$ cat src/rtl/core/assert_macros.svh
// Assertion helpers for the core. Every check runs on clk and is off while arst_n is low.
`ifndef ASSERT_MACROS_SVH
`define ASSERT_MACROS_SVH

// Check a property on every rising edge of clk.
`define ASSERT_CLK(lbl, prop) \
	lbl: assert property (@(posedge clk) disable iff (!arst_n) (prop)) \
		else $error("assertion failed");

// Check that a condition is never true.
`define ASSERT_NEVER(lbl, cond) \
	`ASSERT_CLK(lbl, !(cond))

`endif

$ cat src/rtl/core/ascp_pkg.sv
`timescale 1ns / 1ps

package ascp_pkg;

	localparam int NUM_RC = 12;
	localparam int RND_W = $clog2(NUM_RC + 1);

	typedef logic [63:0] word_t;
	typedef logic [4:0][63:0] state_t;
	typedef logic [RND_W-1:0] rnd_t;

	typedef enum logic [1:0] {
		OP_P12  = 2'd0,
		OP_P8   = 2'd1,
		OP_P6   = 2'd2,
		OP_NONE = 2'd3
	} opcode_t;

	typedef struct packed {
		logic load;
		logic round_en;
		logic emit;
		rnd_t rnd_idx;
	} dp_cmd_t;

	function automatic logic [7:0] ascp_rc(input rnd_t idx);
		logic [7:0] rc;
		case (idx)
			RND_W'(0):  rc = 8'hf0;
			RND_W'(1):  rc = 8'he1;
			RND_W'(2):  rc = 8'hd2;
			RND_W'(3):  rc = 8'hc3;
			RND_W'(4):  rc = 8'hb4;
			RND_W'(5):  rc = 8'ha5;
			RND_W'(6):  rc = 8'h96;
			RND_W'(7):  rc = 8'h87;
			RND_W'(8):  rc = 8'h78;
			RND_W'(9):  rc = 8'h69;
			RND_W'(10): rc = 8'h5a;
			RND_W'(11): rc = 8'h4b;
			default:    rc = 8'h00;
		endcase
		return rc;
	endfunction

	// Index of the first round constant; NUM_RC means no rounds at all.
	function automatic rnd_t ascp_first_round(input opcode_t op);
		rnd_t r;
		case (op)
			OP_P12:  r = RND_W'(0);
			OP_P8:   r = RND_W'(4);
			OP_P6:   r = RND_W'(6);
			default: r = RND_W'(NUM_RC);
		endcase
		return r;
	endfunction

	function automatic word_t ror64(input word_t v, input logic [5:0] r);
		return (v >> r) | (v << (7'd64 - {1'b0, r}));
	endfunction

	function automatic state_t ascp_round(input state_t s, input logic [7:0] rc);
		word_t a0, a1, a2, a3, a4;
		word_t t0, t1, t2, t3, t4;
		state_t o;
		a0 = s[0];
		a1 = s[1];
		a2 = s[2] ^ {56'd0, rc};
		a3 = s[3];
		a4 = s[4];
		// s-box layer, bitsliced
		a0 = a0 ^ a4;
		a4 = a4 ^ a3;
		a2 = a2 ^ a1;
		t0 = ~a0 & a1;
		t1 = ~a1 & a2;
		t2 = ~a2 & a3;
		t3 = ~a3 & a4;
		t4 = ~a4 & a0;
		a0 = a0 ^ t1;
		a1 = a1 ^ t2;
		a2 = a2 ^ t3;
		a3 = a3 ^ t4;
		a4 = a4 ^ t0;
		a1 = a1 ^ a0;
		a0 = a0 ^ a4;
		a3 = a3 ^ a2;
		a2 = ~a2;
		// linear diffusion
		o[0] = a0 ^ ror64(a0, 6'd19) ^ ror64(a0, 6'd28);
		o[1] = a1 ^ ror64(a1, 6'd61) ^ ror64(a1, 6'd39);
		o[2] = a2 ^ ror64(a2, 6'd1) ^ ror64(a2, 6'd6);
		o[3] = a3 ^ ror64(a3, 6'd10) ^ ror64(a3, 6'd17);
		o[4] = a4 ^ ror64(a4, 6'd7) ^ ror64(a4, 6'd41);
		return o;
	endfunction

endpackage

$ cat src/rtl/core/ascon_permutation_core.sv
// Ascon permutation core: p12, p8 or p6 on a 320-bit state of five 64-bit words.
// Input channel: in_valid/in_ready carries opcode and in_word0..in_word4.
//   opcode 0 runs 12 rounds, 1 runs 8, 2 runs 6; opcode 3 passes the state through.
// Output channel: out_valid/out_ready carries out_word0..out_word4, one beat
//   per input beat, in order.
// One round per clock on a single shared round datapath; a round counter in the
// controller walks the round constants from the opcode's start index to the last one.
// in_ready is high only while the controller is idle, so a new input beat is not taken
//   until the previous one has run its rounds and moved to the output register.
// Results sit in an output register, so the next beat is accepted while the
// previous result still waits. If the receiver stalls, the finished state is held
// in the working register and in_ready stays low until the output register frees.
// Reset clears the controller and drops any pending result; out_valid is low and
// in_ready high right after reset.
`timescale 1ns / 1ps
`include "assert_macros.svh"

module ascon_permutation_core
	import ascp_pkg::*;
(
	input  logic        clk,
	input  logic        arst_n,
	input  logic        in_valid,
	output logic        in_ready,
	input  logic [1:0]  opcode,
	input  logic [63:0] in_word0,
	input  logic [63:0] in_word1,
	input  logic [63:0] in_word2,
	input  logic [63:0] in_word3,
	input  logic [63:0] in_word4,
	output logic        out_valid,
	input  logic        out_ready,
	output logic [63:0] out_word0,
	output logic [63:0] out_word1,
	output logic [63:0] out_word2,
	output logic [63:0] out_word3,
	output logic [63:0] out_word4
);

	dp_cmd_t cmd;

	ascp_ctrl u_ctrl (
		.clk       (clk),
		.arst_n    (arst_n),
		.in_valid  (in_valid),
		.in_ready  (in_ready),
		.opcode    (opcode),
		.out_valid (out_valid),
		.out_ready (out_ready),
		.cmd       (cmd)
	);

	ascp_datapath u_datapath (
		.clk       (clk),
		.cmd       (cmd),
		.in_word0  (in_word0),
		.in_word1  (in_word1),
		.in_word2  (in_word2),
		.in_word3  (in_word3),
		.in_word4  (in_word4),
		.out_word0 (out_word0),
		.out_word1 (out_word1),
		.out_word2 (out_word2),
		.out_word3 (out_word3),
		.out_word4 (out_word4)
	);

	// one item in flight: no second accept right after the first
	`ASSERT_CLK(a_one_in_flight, (in_valid && in_ready) |=> !in_ready)
	// a finished state never overwrites a result the receiver has not taken
	`ASSERT_CLK(a_no_overwrite, cmd.emit |-> (!out_valid || out_ready))
	// rounds only run with a valid constant index
	`ASSERT_CLK(a_rnd_range, cmd.round_en |-> (cmd.rnd_idx < RND_W'(NUM_RC)))
	// load, round and emit never coincide
	`ASSERT_NEVER(a_cmd_excl, (cmd.load && (cmd.round_en || cmd.emit)) || (cmd.round_en && cmd.emit))

endmodule

$ cat src/rtl/core/ascp_datapath.sv
`timescale 1ns / 1ps

module ascp_datapath
	import ascp_pkg::*;
(
	input  logic    clk,
	input  dp_cmd_t cmd,
	input  word_t   in_word0,
	input  word_t   in_word1,
	input  word_t   in_word2,
	input  word_t   in_word3,
	input  word_t   in_word4,
	output word_t   out_word0,
	output word_t   out_word1,
	output word_t   out_word2,
	output word_t   out_word3,
	output word_t   out_word4
);

	state_t st_q;
	state_t out_q;
	state_t st_next;

	assign st_next = ascp_round(st_q, ascp_rc(cmd.rnd_idx));

	always_ff @(posedge clk) begin
		if (cmd.load) begin
			st_q <= {in_word4, in_word3, in_word2, in_word1, in_word0};
		end else if (cmd.round_en) begin
			st_q <= st_next;
		end
		if (cmd.emit) begin
			out_q <= st_q;
		end
	end

	assign out_word0 = out_q[0];
	assign out_word1 = out_q[1];
	assign out_word2 = out_q[2];
	assign out_word3 = out_q[3];
	assign out_word4 = out_q[4];

endmodule

$ cat src/rtl/core/ascp_ctrl.sv
`timescale 1ns / 1ps

module ascp_ctrl
	import ascp_pkg::*;
(
	input  logic       clk,
	input  logic       arst_n,
	input  logic       in_valid,
	output logic       in_ready,
	input  logic [1:0] opcode,
	output logic       out_valid,
	input  logic       out_ready,
	output dp_cmd_t    cmd
);

	typedef enum logic [2:0] {
		ST_IDLE = 3'b001,
		ST_RUN  = 3'b010,
		ST_HOLD = 3'b100
	} ctrl_state_t;

	ctrl_state_t state_q;
	rnd_t        rnd_q;
	logic        out_valid_q;
	logic        accept;
	logic        slot_free;
	rnd_t        first;

	assign in_ready  = (state_q == ST_IDLE);
	assign accept    = in_valid & in_ready;
	assign slot_free = !out_valid_q || out_ready;
	assign first     = ascp_first_round(opcode_t'(opcode));
	assign out_valid = out_valid_q;

	always_comb begin
		cmd.load     = accept;
		cmd.round_en = (state_q == ST_RUN);
		cmd.emit     = (state_q == ST_HOLD) && slot_free;
		cmd.rnd_idx  = rnd_q;
	end

	always_ff @(posedge clk or negedge arst_n) begin
		if (!arst_n) begin
			state_q     <= ST_IDLE;
			rnd_q       <= '0;
			out_valid_q <= 1'b0;
		end else begin
			case (state_q)
				ST_IDLE: begin
					if (accept) begin
						rnd_q   <= first;
						state_q <= (first == RND_W'(NUM_RC)) ? ST_HOLD : ST_RUN;
					end
				end
				ST_RUN: begin
					rnd_q <= rnd_q + RND_W'(1);
					if (rnd_q == RND_W'(NUM_RC - 1)) begin
						state_q <= ST_HOLD;
					end
				end
				ST_HOLD: begin
					// wait until the output register is free
					if (slot_free) begin
						state_q <= ST_IDLE;
					end
				end
				default: begin
					state_q <= ST_IDLE;
				end
			endcase

			if (cmd.emit) begin
				out_valid_q <= 1'b1;
			end else if (out_ready) begin
				out_valid_q <= 1'b0;
			end
		end
	end

endmodule

$ cat config.mk
export PLATFORM = sky130hd
export DESIGN_NAME = ascon_permutation_core
export DESIGN_NICKNAME = d
export VERILOG_FILES = /design/src/rtl/core/ascp_pkg.sv /design/src/rtl/core/ascon_permutation_core.sv /design/src/rtl/core/ascp_datapath.sv /design/src/rtl/core/ascp_ctrl.sv
export VERILOG_INCLUDE_DIRS = /design/src /design/src/rtl/core
export SDC_FILE = /design/constraint.sdc
export NUM_CORES = 2
export LEC_CHECK = 0
export ABC_AREA = 1
export ABC_CLOCK_PERIOD_IN_PS = 22300
export BUFFER_PORTS_ARGS = -buffer_cell sky130_fd_sc_hd__buf_2
export CAP_MARGIN = 20
export CORE_MARGIN = 1
export CORE_UTILIZATION = 45
export DETAILED_ROUTE_END_ITERATION = 16
export PLACE_DENSITY = 0.75
export SLEW_MARGIN = 30
export SYNTH_ARGS = -nofsm -noshare
export SYNTH_HDL_FRONTEND = slang
export SYNTH_HIERARCHICAL = 1
export SYNTH_SLANG_ARGS = --single-unit
$ cat constraint.sdc
create_clock -name clk -period 22.3 [get_ports clk]
set_clock_uncertainty 0.1 [all_clocks]
set_input_delay 5.575 -clock clk [delete_from_list [all_inputs] [get_ports clk]]
set_output_delay 5.575 -clock clk [all_outputs]
set_load 0.1 [all_outputs]
==> qor.yml <==
outcome:
  status: "completed"
clock_tree:
  cts_buffers: 73
  clk_latency_ns: 0.69
  path_clk_slew_ns: 0.06
  cts-root-buf: "clkbuf_16"
  cts.sinks: 648
  cts_buffer_depth: 3
  ctsResizeCount: 0
  hold_buffers: 0
  postCtsSetupBuffers: 0
  htree_levels: 3
  cts_tree: "done"
detailed_routing:
  viasPerCell: 6.043
  drc: 0
  drt_iter0_markers: 7913
  wire_per_inst_um: 32.92
  ant_nets: 0
  drt_pass1_iterations: 7
  drt-total-wl_um: 253100
  vias: 46461
hold_path:
  hold_path_class: "reg2reg"
  holdPathStages: 0
  hp-start: "u_datapath/st_q[243]"
  hold_end: "u_datapath/out_word3[51]"
synth:
  postSynthCellCount: 5658
  synth_seq_area_share: 0.4427
  synth.area.top_cells: "edfxtp_1 44%, nand2_1 22%, nand3_1 9.6%"
  synth_top_cell_by_area: "edfxtp_1"
  ys_warn_count: 6
  synth_seq_cells: 648
  netlist.area_leader.share: 0.4381
  syn_area_sq_um: 43860
  avgSynthCellArea_sq_um: 7.752
  synth_cell_types: 38
  syn_nets: 6113
die:
  chipWidth_um: 314.2
  die_h_um: 314.2
  start_util: 0.4542
  rows: 114
  coreArea_sq_um: 96570
  ios: 648
  die-area_sq_um: 98730
sta:
  rsz0062_at_grt: "no"
  finalCriticalPeriod_ns: 8.376
  fin_tns_setup_ns: 0
  hold_ws_ns: 0.3777
  tightest_slew_ns: 1.213
  max-slew-margin-rel: 0.1884
  setup_viol: 0
  fmax_mhz: 119.4
  fin_crit_sh: 0.3756
  finalHoldViolCount: 0
  final_max_slew_viol_count: 0
critical_path:
  endpoint_kind: "flop"
  critical-path-max-stage-delay_ns: 0.82
  r2r_start: "u_datapath/st_q[92]"
  timing.critical_path.mode_cell: "buf_4"
  critical_path.slowest_cell: "buf_4"
  setup.worst_path.start_class: "input port"
  cp.arrival_ns: 8.55
  rr_endpoint: "u_datapath/st_q[203]"
  reg2reg_slack_ns: 18.22
  path_max_fanout: 72
  r2r_cells: 10
  critPathLaunch: "out_ready"
  cp.required_ns: 22.48
  crit_chain: "buf_2 -> inv_1 -> nand2_1 -> inv_1 -> nor2_4 -> buf_4 -> buf_4 -> buf_4"
  crit_type: "in2reg"
run:
  drv_cap: 0
grt:
  grt_pass1_wl_um: 329100
  grt_use_total: 0.4981
  grt_pass1_vias: 41175
  globalRouteOverflowTotal: 0
  antenna_found_initial: 14
  grt_max_degree: 118
finish:
  syn_to_final_growth_pct: 16.80
  fin_nets: 6802
  final_util: 0.5305
  drive_gt1_frac: 0.1780
  postLayoutCellArea_sq_um: 51230
placement:
  dp_hpwl_um: 210200
  placed_area_sq_um: 48850
  routabilityCongestion: 1.132
  portBuffers: 647
## worst max-delay path by stage
stage	to	slack [ns]
finish	u_datapath/out_word0[29]	13.92
CTS	u_datapath/out_word0[28]	14.01
floorplan	u_datapath/out_word0[0]	2.25
global route	u_datapath/out_word0[28]	13.75
detailed placement	u_datapath/out_word0[28]	13.35
global placement	u_datapath/out_word0[29]	13.50
## per-stage QoR
step / cells / worst slack [ns]
global route: 7679 / 13.75
global placement: 7548 / 13.50
finish: 7688 / 13.92
CTS: 7679 / 14.01
detailed placement: 7548 / 13.35
floorplan: 5658 / 2.254
## sequential cells by signal, summed over array words and instances (netlist names)
name / flops
u_ctrl/out_valid: 1
u_ctrl/rnd_q: 4
u_ctrl/state_q: 3
u_datapath/out_word0: 64
u_datapath/out_word1: 64
u_datapath/out_word2: 64
u_datapath/out_word3: 64
u_datapath/out_word4: 64
u_datapath/st_q: 320
## critical path: cells and delay by family
family | cells | cell delay [ns]
AND/OR/NAND/NOR | 2 | 0.47
buffers and inverters | 6 | 2.28
## kinds of logic after synthesis
kind of cell,Yosys count,synth area share
compound gates,246,0.03537
xor+xnor,418,0.09613
fa+ha+maj,129,0.03680
buf+inv,662,0.05716
flops,648,0.4427
simple gates,3555,0.3318
## cell type report
cell class              instances  area (sq um)
clock inverters                44         377.9
fillers                      8882         45330
flip-flops and latches        648         19420
repair buffers                686          3535
well taps                    1276          1597
clock buffers                  87          1943
diodes                          9         22.52
inverters                     590          2225
multi-input cells            4348         22110
## layout by cell type, fill, tap and decap left out, types with 4 or more instances in the layout
cell	synthesis	routed
a21boi_2	14	14
a21oi_1	19	19
a21oi_2	43	43
a31oi_1	50	50
buf_2	10	647
buf_4	2	38
clkbuf_1	60	11
clkbuf_16	0	76
clkinv_1	1	11
clkinv_2	0	9
clkinv_4	0	8
clkinvlp_4	0	6
dfrtp_1	7	7
diode_2	0	9
edfxtp_1	640	640
ha_1	129	129
inv_1	421	421
inv_2	167	167
nand2_1	2594	2594
nand2_2	30	30
nand3_1	839	839
nand3b_1	8	8
nor2_1	70	69
o21ai_0	28	28
o21ai_1	89	89
or2_0	4	4
xnor2_1	139	128
xnor2_2	42	52
xnor2_4	6	7
xor2_1	220	211
xor2_2	7	16
xor2_4	4	4
## metal layers
metal / part of all wire / wire length [um] / track usage / vias up
li1: - / - / - / 19795
met1: 0.37 / 92800 / 0.6471 / 21926
met2: 0.41 / 104200 / 0.7171 / 3995
met3: 0.13 / 33610 / 0.1226 / 735
met4: 0.088 / 22400 / 0.3723 / 10
met5: 0.00025 / 64 / 0 / -
## cell usage after synthesis
library cell / n
inv_4: 1
a21oi_2: 43
xor2_1: 220
a21oi_1: 19
edfxtp_1: 640
o21ai_0: 28
clkinv_1: 1
or2_0: 4
or2_2: 1
nand4_1: 1
nor2_1: 70
nand3_2: 1
xnor2_2: 42
nand2_2: 30
nand3_4: 1
o21ai_1: 89
xnor2_4: 6
o21bai_1: 2
o21ai_2: 1
dfrtp_1: 7
nand3b_1: 8
nor2_4: 1
xor2_2: 7
xnor2_1: 139
nand2_1: 2594
a21boi_2: 14
a31oi_1: 50
buf_2: 10
nor2_2: 3
inv_2: 167
ha_1: 129
dfstp_2: 1
or2_1: 2
clkbuf_1: 60
xor2_4: 4
nand3_1: 839
buf_4: 2
inv_1: 421
Power is not shown: default switching activity piles up to over one toggle a cycle in this logic, so the estimate is an artifact.
